**config.mk**
```make
export PLATFORM = sky130hd
export DESIGN_NAME = four_level_page_walk_flat
export DESIGN_NICKNAME = d
export VERILOG_FILES = /design/src/rtl/fplw_pkg.sv /design/src/rtl/fplw_ifs.sv /design/src/rtl/fplw_front.sv /design/src/rtl/fplw_queue.sv /design/src/rtl/fplw_back.sv /design/src/rtl/four_level_page_walk.sv /design/src/flat_wrapper.sv
export SDC_FILE = /design/constraint.sdc
export NUM_CORES = 1
export LEC_CHECK = 0
export CAP_MARGIN = 30
export CORE_MARGIN = 5
export CORE_UTILIZATION = 55
export CTS_CLUSTER_DIAMETER = 60
export CTS_CLUSTER_SIZE = 25
export DETAILED_ROUTE_END_ITERATION = 12
export DONT_BUFFER_PORTS = 1
export PLACE_DENSITY = 0.77
export SLEW_MARGIN = 40
export SYNTH_ARGS = -nofsm -noshare
export SYNTH_HDL_FRONTEND = slang
export SYNTH_SLANG_ARGS = --single-unit
```
**constraint.sdc**
```tcl
create_clock -name i_clk -period 5.4 [get_ports i_clk]
set_input_delay 0.27 -clock i_clk [delete_from_list [all_inputs] [get_ports i_clk]]
set_output_delay 0.27 -clock i_clk [all_outputs]
set_load 0.01 [all_outputs]
```
**src/rtl/fplw_pkg.sv**
```systemverilog
`default_nettype none

package fplw_pkg;

    localparam logic ACT_START = 1'b0;
    localparam logic ACT_REPLY = 1'b1;

    localparam logic KIND_READ = 1'b0;
    localparam logic KIND_DONE = 1'b1;

    localparam logic [1:0] LVL_TOP  = 2'd3;
    localparam logic [1:0] LVL_DIR  = 2'd1;
    localparam logic [1:0] LVL_LEAF = 2'd0;

    localparam int PRESENT_BIT = 0;
    localparam int HUGE_BIT    = 7;

    localparam int QDEPTH = 4;
    localparam int QAW    = $clog2(QDEPTH);

    typedef enum logic {
        CMD_START,
        CMD_REPLY
    } t_cmd_op;

    typedef struct packed {
        t_cmd_op     op;
        logic [47:0] vaddr;
        logic [63:0] data;
    } t_cmd;

    typedef struct packed {
        logic        kind;
        logic [63:0] read_addr;
        logic [1:0]  read_level;
        logic [63:0] xlat_addr;
        logic        fault;
    } t_result;

    function automatic logic [8:0] tbl_index(input logic [47:0] va, input logic [1:0] level);
        logic [8:0] idx;
        unique case (level)
            2'd3: idx = va[47:39];
            2'd2: idx = va[38:30];
            2'd1: idx = va[29:21];
            2'd0: idx = va[20:12];
            default: idx = va[20:12];
        endcase
        return idx;
    endfunction

endpackage

`default_nettype wire

```
**src/rtl/fplw_ifs.sv**
```systemverilog
`default_nettype none

interface fplw_in_if;
    logic        valid;
    logic        ready;
    logic        action;
    logic [47:0] lin_addr;
    logic [51:0] root_table;
    logic [63:0] entry_data;

    modport source (output valid, output action, output lin_addr, output root_table,
                    output entry_data, input ready);
    modport sink   (input valid, input action, input lin_addr, input root_table,
                    input entry_data, output ready);
endinterface

interface fplw_out_if;
    logic        valid;
    logic        ready;
    logic        kind;
    logic [63:0] read_addr;
    logic [1:0]  read_level;
    logic [63:0] xlat_addr;
    logic        fault;

    modport source (output valid, output kind, output read_addr, output read_level,
                    output xlat_addr, output fault, input ready);
    modport sink   (input valid, input kind, input read_addr, input read_level,
                    input xlat_addr, input fault, output ready);
endinterface

`default_nettype wire

```
**src/rtl/fplw_front.sv**
```systemverilog
`default_nettype none

module fplw_front (
    fplw_in_if.sink        i_req,
    output logic           o_cmd_valid,
    output fplw_pkg::t_cmd o_cmd,
    input  logic           i_cmd_ready
);
    import fplw_pkg::*;

    always_comb begin
        o_cmd_valid = i_req.valid;
        i_req.ready = i_cmd_ready;
        o_cmd.vaddr = i_req.lin_addr;
        if (i_req.action == ACT_START) begin
            o_cmd.op   = CMD_START;
            o_cmd.data = {12'd0, i_req.root_table};
        end else begin
            o_cmd.op   = CMD_REPLY;
            o_cmd.data = i_req.entry_data;
        end
    end
endmodule

`default_nettype wire

```
**src/rtl/fplw_queue.sv**
```systemverilog
`default_nettype none

module fplw_queue (
    input  logic           i_clk,
    input  logic           i_rst_n,
    input  logic           i_push_valid,
    input  fplw_pkg::t_cmd i_push_cmd,
    output logic           o_push_ready,
    output logic           o_pop_valid,
    output fplw_pkg::t_cmd o_pop_cmd,
    input  logic           i_pop
);
    import fplw_pkg::*;

    t_cmd             r_mem [QDEPTH];
    logic [QAW-1:0]   r_wr_ptr;
    logic [QAW-1:0]   r_rd_ptr;
    logic [QAW:0]     r_count;
    logic             push;
    logic             pop;

    assign o_push_ready = (r_count != QDEPTH[QAW:0]);
    assign o_pop_valid  = (r_count != '0);
    assign o_pop_cmd    = r_mem[r_rd_ptr];
    assign push         = i_push_valid && o_push_ready;
    assign pop          = i_pop && o_pop_valid;

    always_ff @(posedge i_clk) begin
        if (push) begin
            r_mem[r_wr_ptr] <= i_push_cmd;
        end
    end

    always_ff @(posedge i_clk) begin
        if (!i_rst_n) begin
            r_wr_ptr <= '0;
            r_rd_ptr <= '0;
            r_count  <= '0;
        end else begin
            if (push) begin
                r_wr_ptr <= r_wr_ptr + 1'b1;
            end
            if (pop) begin
                r_rd_ptr <= r_rd_ptr + 1'b1;
            end
            if (push && !pop) begin
                r_count <= r_count + 1'b1;
            end else if (pop && !push) begin
                r_count <= r_count - 1'b1;
            end
        end
    end
endmodule

`default_nettype wire

```
**src/rtl/fplw_back.sv**
```systemverilog
`default_nettype none

module fplw_back (
    input  logic           i_clk,
    input  logic           i_rst_n,
    input  logic           i_cmd_valid,
    input  fplw_pkg::t_cmd i_cmd,
    output logic           o_cmd_pop,
    fplw_out_if.source     o_rsp
);
    import fplw_pkg::*;

    logic        r_busy;
    logic [1:0]  r_level;
    logic [47:0] r_vaddr;
    logic        r_rsp_valid;
    t_result     r_rsp;

    logic        n_busy;
    logic [1:0]  n_level;
    logic [47:0] n_vaddr;
    t_result     n_rsp;
    logic        pop;

    assign pop       = i_cmd_valid && (!r_rsp_valid || o_rsp.ready);
    assign o_cmd_pop = pop;

    always_comb begin
        n_busy  = r_busy;
        n_level = r_level;
        n_vaddr = r_vaddr;
        n_rsp   = '0;
        unique case (i_cmd.op)
            CMD_START: begin
                n_vaddr          = i_cmd.vaddr;
                n_busy           = 1'b1;
                n_level          = LVL_TOP;
                n_rsp.kind       = KIND_READ;
                n_rsp.read_addr  = {i_cmd.data[63:12], tbl_index(i_cmd.vaddr, LVL_TOP), 3'b000};
                n_rsp.read_level = LVL_TOP;
            end
            CMD_REPLY: begin
                n_rsp.kind = KIND_DONE;
                priority if (!r_busy) begin
                    n_rsp.fault = 1'b1;
                end else if (r_level == LVL_DIR && i_cmd.data[HUGE_BIT]) begin
                    n_busy          = 1'b0;
                    n_level         = LVL_LEAF;
                    n_rsp.xlat_addr = {i_cmd.data[63:21], r_vaddr[20:0]};
                end else if (!i_cmd.data[PRESENT_BIT]) begin
                    n_busy      = 1'b0;
                    n_level     = LVL_LEAF;
                    n_rsp.fault = 1'b1;
                end else if (r_level == LVL_LEAF) begin
                    n_busy          = 1'b0;
                    n_rsp.xlat_addr = {i_cmd.data[63:12], r_vaddr[11:0]};
                end else begin
                    n_level          = r_level - 2'd1;
                    n_rsp.kind       = KIND_READ;
                    n_rsp.read_addr  = {i_cmd.data[63:12], tbl_index(r_vaddr, n_level), 3'b000};
                    n_rsp.read_level = n_level;
                end
            end
            default: begin
                n_rsp = '0;
            end
        endcase
    end

    always_ff @(posedge i_clk) begin
        if (!i_rst_n) begin
            r_busy      <= 1'b0;
            r_level     <= LVL_LEAF;
            r_rsp_valid <= 1'b0;
        end else begin
            if (pop) begin
                r_busy      <= n_busy;
                r_level     <= n_level;
                r_rsp_valid <= 1'b1;
            end else if (o_rsp.ready) begin
                r_rsp_valid <= 1'b0;
            end
        end
    end

    always_ff @(posedge i_clk) begin
        if (pop) begin
            r_vaddr <= n_vaddr;
            r_rsp   <= n_rsp;
        end
    end

    assign o_rsp.valid      = r_rsp_valid;
    assign o_rsp.kind       = r_rsp.kind;
    assign o_rsp.read_addr  = r_rsp.read_addr;
    assign o_rsp.read_level = r_rsp.read_level;
    assign o_rsp.xlat_addr  = r_rsp.xlat_addr;
    assign o_rsp.fault      = r_rsp.fault;
endmodule

`default_nettype wire

```
**src/rtl/four_level_page_walk.sv**
```systemverilog
`default_nettype none

// Four-level page-table walker for 48-bit virtual addresses. Each input word is either a
// translate request or a table entry returned by memory, and each gives exactly one output
// word: a read request for the next table entry or a finished translation. The block takes
// one word per cycle while the command queue has room; a word passes the four-entry command
// queue and then the output register, where its result is offered until it is taken. While
// the output register is held, the queue still takes up to four more words before the input
// stalls.

module four_level_page_walk (
    input  logic       i_clk,
    input  logic       i_rst_n,
    fplw_in_if.sink    i_req,
    fplw_out_if.source o_rsp
);
    import fplw_pkg::*;

    logic fq_valid;
    t_cmd fq_cmd;
    logic fq_ready;
    logic qb_valid;
    t_cmd qb_cmd;
    logic qb_pop;

    fplw_front u_front (
        .i_req       (i_req),
        .o_cmd_valid (fq_valid),
        .o_cmd       (fq_cmd),
        .i_cmd_ready (fq_ready)
    );

    fplw_queue u_queue (
        .i_clk        (i_clk),
        .i_rst_n      (i_rst_n),
        .i_push_valid (fq_valid),
        .i_push_cmd   (fq_cmd),
        .o_push_ready (fq_ready),
        .o_pop_valid  (qb_valid),
        .o_pop_cmd    (qb_cmd),
        .i_pop        (qb_pop)
    );

    fplw_back u_back (
        .i_clk       (i_clk),
        .i_rst_n     (i_rst_n),
        .i_cmd_valid (qb_valid),
        .i_cmd       (qb_cmd),
        .o_cmd_pop   (qb_pop),
        .o_rsp       (o_rsp)
    );

    a_done_has_no_read: assert property (@(posedge i_clk) disable iff (!i_rst_n)
        (o_rsp.valid && o_rsp.kind == KIND_DONE) |-> (o_rsp.read_addr == '0 &&
        o_rsp.read_level == LVL_LEAF))
        else $error("finished translation carries a read address");

    a_read_has_no_result: assert property (@(posedge i_clk) disable iff (!i_rst_n)
        (o_rsp.valid && o_rsp.kind == KIND_READ) |-> (o_rsp.xlat_addr == '0 && !o_rsp.fault))
        else $error("read request carries a translation result");

    a_fault_zero_addr: assert property (@(posedge i_clk) disable iff (!i_rst_n)
        (o_rsp.valid && o_rsp.fault) |-> (o_rsp.kind == KIND_DONE && o_rsp.xlat_addr == '0))
        else $error("fault result with a non-zero address");
endmodule

`default_nettype wire
```
**src/flat_wrapper.sv**
```systemverilog
// flat-port wrapper written by rule: the top's interface ports become plain ports
module four_level_page_walk_flat import fplw_pkg::*;
  (i_clk, i_rst_n, i_req_valid, i_req_action, i_req_lin_addr, i_req_root_table, i_req_entry_data, i_req_ready, o_rsp_valid, o_rsp_kind, o_rsp_read_addr, o_rsp_read_level, o_rsp_xlat_addr, o_rsp_fault, o_rsp_ready);
  fplw_in_if i_req_i ();
  fplw_out_if o_rsp_i ();
  input  logic i_clk;
  input  logic i_rst_n;
  input wire logic [$bits(i_req_i.valid)-1:0] i_req_valid;
  input wire logic [$bits(i_req_i.action)-1:0] i_req_action;
  input wire logic [$bits(i_req_i.lin_addr)-1:0] i_req_lin_addr;
  input wire logic [$bits(i_req_i.root_table)-1:0] i_req_root_table;
  input wire logic [$bits(i_req_i.entry_data)-1:0] i_req_entry_data;
  output wire logic [$bits(i_req_i.ready)-1:0] i_req_ready;
  output wire logic [$bits(o_rsp_i.valid)-1:0] o_rsp_valid;
  output wire logic [$bits(o_rsp_i.kind)-1:0] o_rsp_kind;
  output wire logic [$bits(o_rsp_i.read_addr)-1:0] o_rsp_read_addr;
  output wire logic [$bits(o_rsp_i.read_level)-1:0] o_rsp_read_level;
  output wire logic [$bits(o_rsp_i.xlat_addr)-1:0] o_rsp_xlat_addr;
  output wire logic [$bits(o_rsp_i.fault)-1:0] o_rsp_fault;
  input wire logic [$bits(o_rsp_i.ready)-1:0] o_rsp_ready;
  assign i_req_i.valid = i_req_valid;
  assign i_req_i.action = i_req_action;
  assign i_req_i.lin_addr = i_req_lin_addr;
  assign i_req_i.root_table = i_req_root_table;
  assign i_req_i.entry_data = i_req_entry_data;
  assign i_req_ready = i_req_i.ready;
  assign o_rsp_valid = o_rsp_i.valid;
  assign o_rsp_kind = o_rsp_i.kind;
  assign o_rsp_read_addr = o_rsp_i.read_addr;
  assign o_rsp_read_level = o_rsp_i.read_level;
  assign o_rsp_xlat_addr = o_rsp_i.xlat_addr;
  assign o_rsp_fault = o_rsp_i.fault;
  assign o_rsp_i.ready = o_rsp_ready;
  four_level_page_walk u_core (.i_clk(i_clk), .i_rst_n(i_rst_n), .i_req(i_req_i), .o_rsp(o_rsp_i));
endmodule
```
==> impl_results.md <==
- Ratio of cells with drive above 1 in the final layout: 19.7%
- RSZ-0062 raised after global routing: false
- I/O pins: 303
- YS warnings: 0
- Top area cells in the synthesized netlist: edfxtp_1 78%, mux4_2 10%, and2_1 3.6%
- Clock Tree Root: clkbuf_16
- Tightest Hold Check Type: input port to flip-flop
- Antenna Violating Nets Remaining: 0
- Synth Area in Compound Gates: 1.53%
- I/O Buffers: 0
- Number of fill cells in the layout: 2668
- Startpoint Class: flip-flop
- Top cell type's share of synthesized area: 77.8%
- WP data arrival: 3.36 ns
- Req. time, crit path: 5.83 ns
- CTS tree: built
- Fin util: 63.9%
- Post-CTS sizing: 0
- Rows: 74
- Leading area contributor after synthesis: edfxtp_1
- Fin area: 25900 sq um
- Commonest non-fill, non-tap cell in the layout: edfxtp_1
- Initial drt markers: 1009
- Clock slew at reported path FFs: 0.09 ns
- Post-synthesis instance area: 22400 sq um
- Die Y-Extent: 212 microns
- Fmax: 341 MHz
- Crit end category: flip-flop
- Final wirelength: 44.9 mm
- Clk Latency, worst-skew pair: 0.58 ns
- Register area: 17700 sq um
- Sequential area share after synthesis: 78.9%
- Ys async rst share: 0%
- Synthesis-to-finish area growth: 15.7%
- Tightest Pin Transition: 0.749 ns
- Synthesis-stage register bit count: 593
- Distinct cell type count after synthesis: 41
- Placeable Area: 40600 sq um
- GR Overflow Total: 0
- Num CTS Buffers: 38
- Simple-Gate Fraction of Synth Area: 4.52%
- CTS Sinks: 593
- Area after DPL: 23000 sq um
- Initial antenna violation count: 6
- Vias in the first global route: 10700
- Setup TNS: 0 ns
- Pin count of the biggest net entering global routing: 102
- Most frequent cells in the layout: 580 x edfxtp_1, 146 x dlygate4sd3_1, 125 x and2_1
- Max Root-Sink Buffers: 3
- Pwr per Cell Area: 496 nW/um^2
- Post-synth EDFFs: 580
- Starting Density: 55.2%
- GRT Util Overall: 19.8%
- Area of the multi-input gates: 4440 sq um
- Hold Fails Final Rpt: 0
- Total die area: 44800 sq um
- Post-Synth Adder-Cell Area: 0.704%
- First-pass GRT wire length: 66.1 mm
- Placer congestion estimate: 0.758
- Clock skew: 0.0279 ns
- Lkg Pwr: 8.36 nW
- Main synth FF type: edfxtp_1
- Vias after detailed routing: 10300
- Post-synthesis cell count: 1040
- Max-slew violation count: 0
- H-tree depth: 2
- Die W: 212 microns
- Number of max-cap violations: 0
- DPL Wire Length: 24.9 mm
- Critical path class: flip-flop to flip-flop
- Drt wl/cell: 25.6 microns
- Routed vias/inst: 5.86
- Nets: 1370
- Placed cells: 1532
- Fin crit share: 54.3%
- DR DRC count: 0
- Final setup fails: 0
- Status: finished clean
- Fin cells: 1753
- Avg Inst Size Synth: 21.5 sq um
- Max VDD drop: 0.000372 V
- Multiplexer area fraction after synthesis: 12.7%
- Detailed Routing Iterations Pass 1: 5
- Worst Path Max Fanout: 55
- XOR/XNOR share of the synthesized area: 0.196%
- Main combinational cell family by area after synthesis: multiplexers
- Final Critical Period: 2.93 ns
- Max-Slew Margin vs Limit: 50.1%
## critical path, cell delays in order (launching register included)
cell	delay [ns]
dfxtp_1	0.45
ha_1	0.60
nand2_1	0.19
o22ai_2	0.56
o21ba_4	0.68
and2_1	0.26
## layout make-up
| cell class | count | area share (%) |
|---|---|---|
| sequential | 593 | 68.3 |
| multi-input combinational | 388 | 17.1 |
| timing repair buffer | 160 | 6.41 |
| clock buffer | 40 | 3.78 |
| tap | 532 | 2.57 |
| clock inverter | 29 | 1.68 |
| inverter | 8 | 0.145 |
| antenna | 3 | 0.0290 |
## path summary, 6_finish.rpt
| check | from | endpoint | slack [ns] | cells past startpoint |
|---|---|---|---|---|
| hold reg to reg | u_core.u_back.r_vaddr[0] | u_core.u_back.o_rsp.xlat_addr[0] | 0.49 | 1 |
| setup / recovery | u_core.u_back.r_level[0] | u_core.u_back.o_rsp.xlat_addr[55] | 2.47 | 5 |
| hold / removal | i_req_action | u_core.u_queue.r_mem[2][59] | 0.05 | 1 |
| setup reg to reg | u_core.u_back.r_level[0] | u_core.u_back.o_rsp.xlat_addr[55] | 2.47 | 5 |
## power by group
group / internal [W] / switching, W
combinational: 0.00102 / 0.00141
clock: 0.00167 / 0.00164
sequential: 0.00637 / 0.000748
total: 0.00906 / 0.00380
## through the flow
stage          setup WS (ns)  hold slack, ns  power [W]
6_report                2.47          0.0509     0.0129
5_1_grt                 2.30          0.0226     0.0134
4_1_cts                 2.38         0.00956     0.0130
3_5_place_dp            2.41           0.369    0.00955
3_3_place_gp            2.10           0.369    0.00944
2_1_floorplan           1.63           0.369    0.00878
## metal layers
layer | vias to the layer above | wire, microns | track usage, %
met3 | 74 | 3450 | 5.39
met5 | - | 14 | 0
met2 | 407 | 22700 | 32.8
li1 | 4475 | - | -
met1 | 5306 | 17400 | 26.0
met4 | 4 | 1270 | 6.46
## state kept, by name, indices dropped and copies added (netlist names), 2 cells and up, named ones only
signal,cells
u_core.u_queue.r_wr_ptr,2
u_core.u_back.r_level,2
u_core.u_queue.r_rd_ptr,2
u_core.u_back.r_vaddr,39
u_core.u_back.o_rsp.xlat_addr,64
u_core.u_queue.r_count,3
u_core.u_back.o_rsp.read_addr,61
u_core.u_queue.r_mem,412
u_core.u_back.o_rsp.read_level,2
## synth_stat cells (2+ instances only)
library cell and n:
nor2b_1 3, or3_1 2, mux2i_1 6, edfxtp_1 580
o21a_1 2, a32oi_1 9, buf_6 7, inv_1 8
a222oi_1 9, clkbuf_1 21, a21boi_0 2, o21ai_0 10
buf_4 4, dfxtp_1 13, nand2_1 17, mux2_2 43
xnor2_1 4, nand3_1 5, buf_2 13, nor2_1 13
o221a_2 2, mux4_2 102, ha_1 11, nand2b_1 2
and2_1 129, buf_1 8
## what timing repair did
action	in CTS	in global routing
setup buffers	0	0
hold endpoints to repair	421	0
hold buffers	147	0
## cells by family after synthesis
kind of cell,count (synthesis)
adder cells (fa/ha/maj),12
multiplexers,151
AND/OR/NAND/NOR,174
XOR/XNOR,5
buffers and inverters,61
other,1
AO/OA/AOI/OAI,43
flip-flops,593
(Power assumes the default switching activity.)
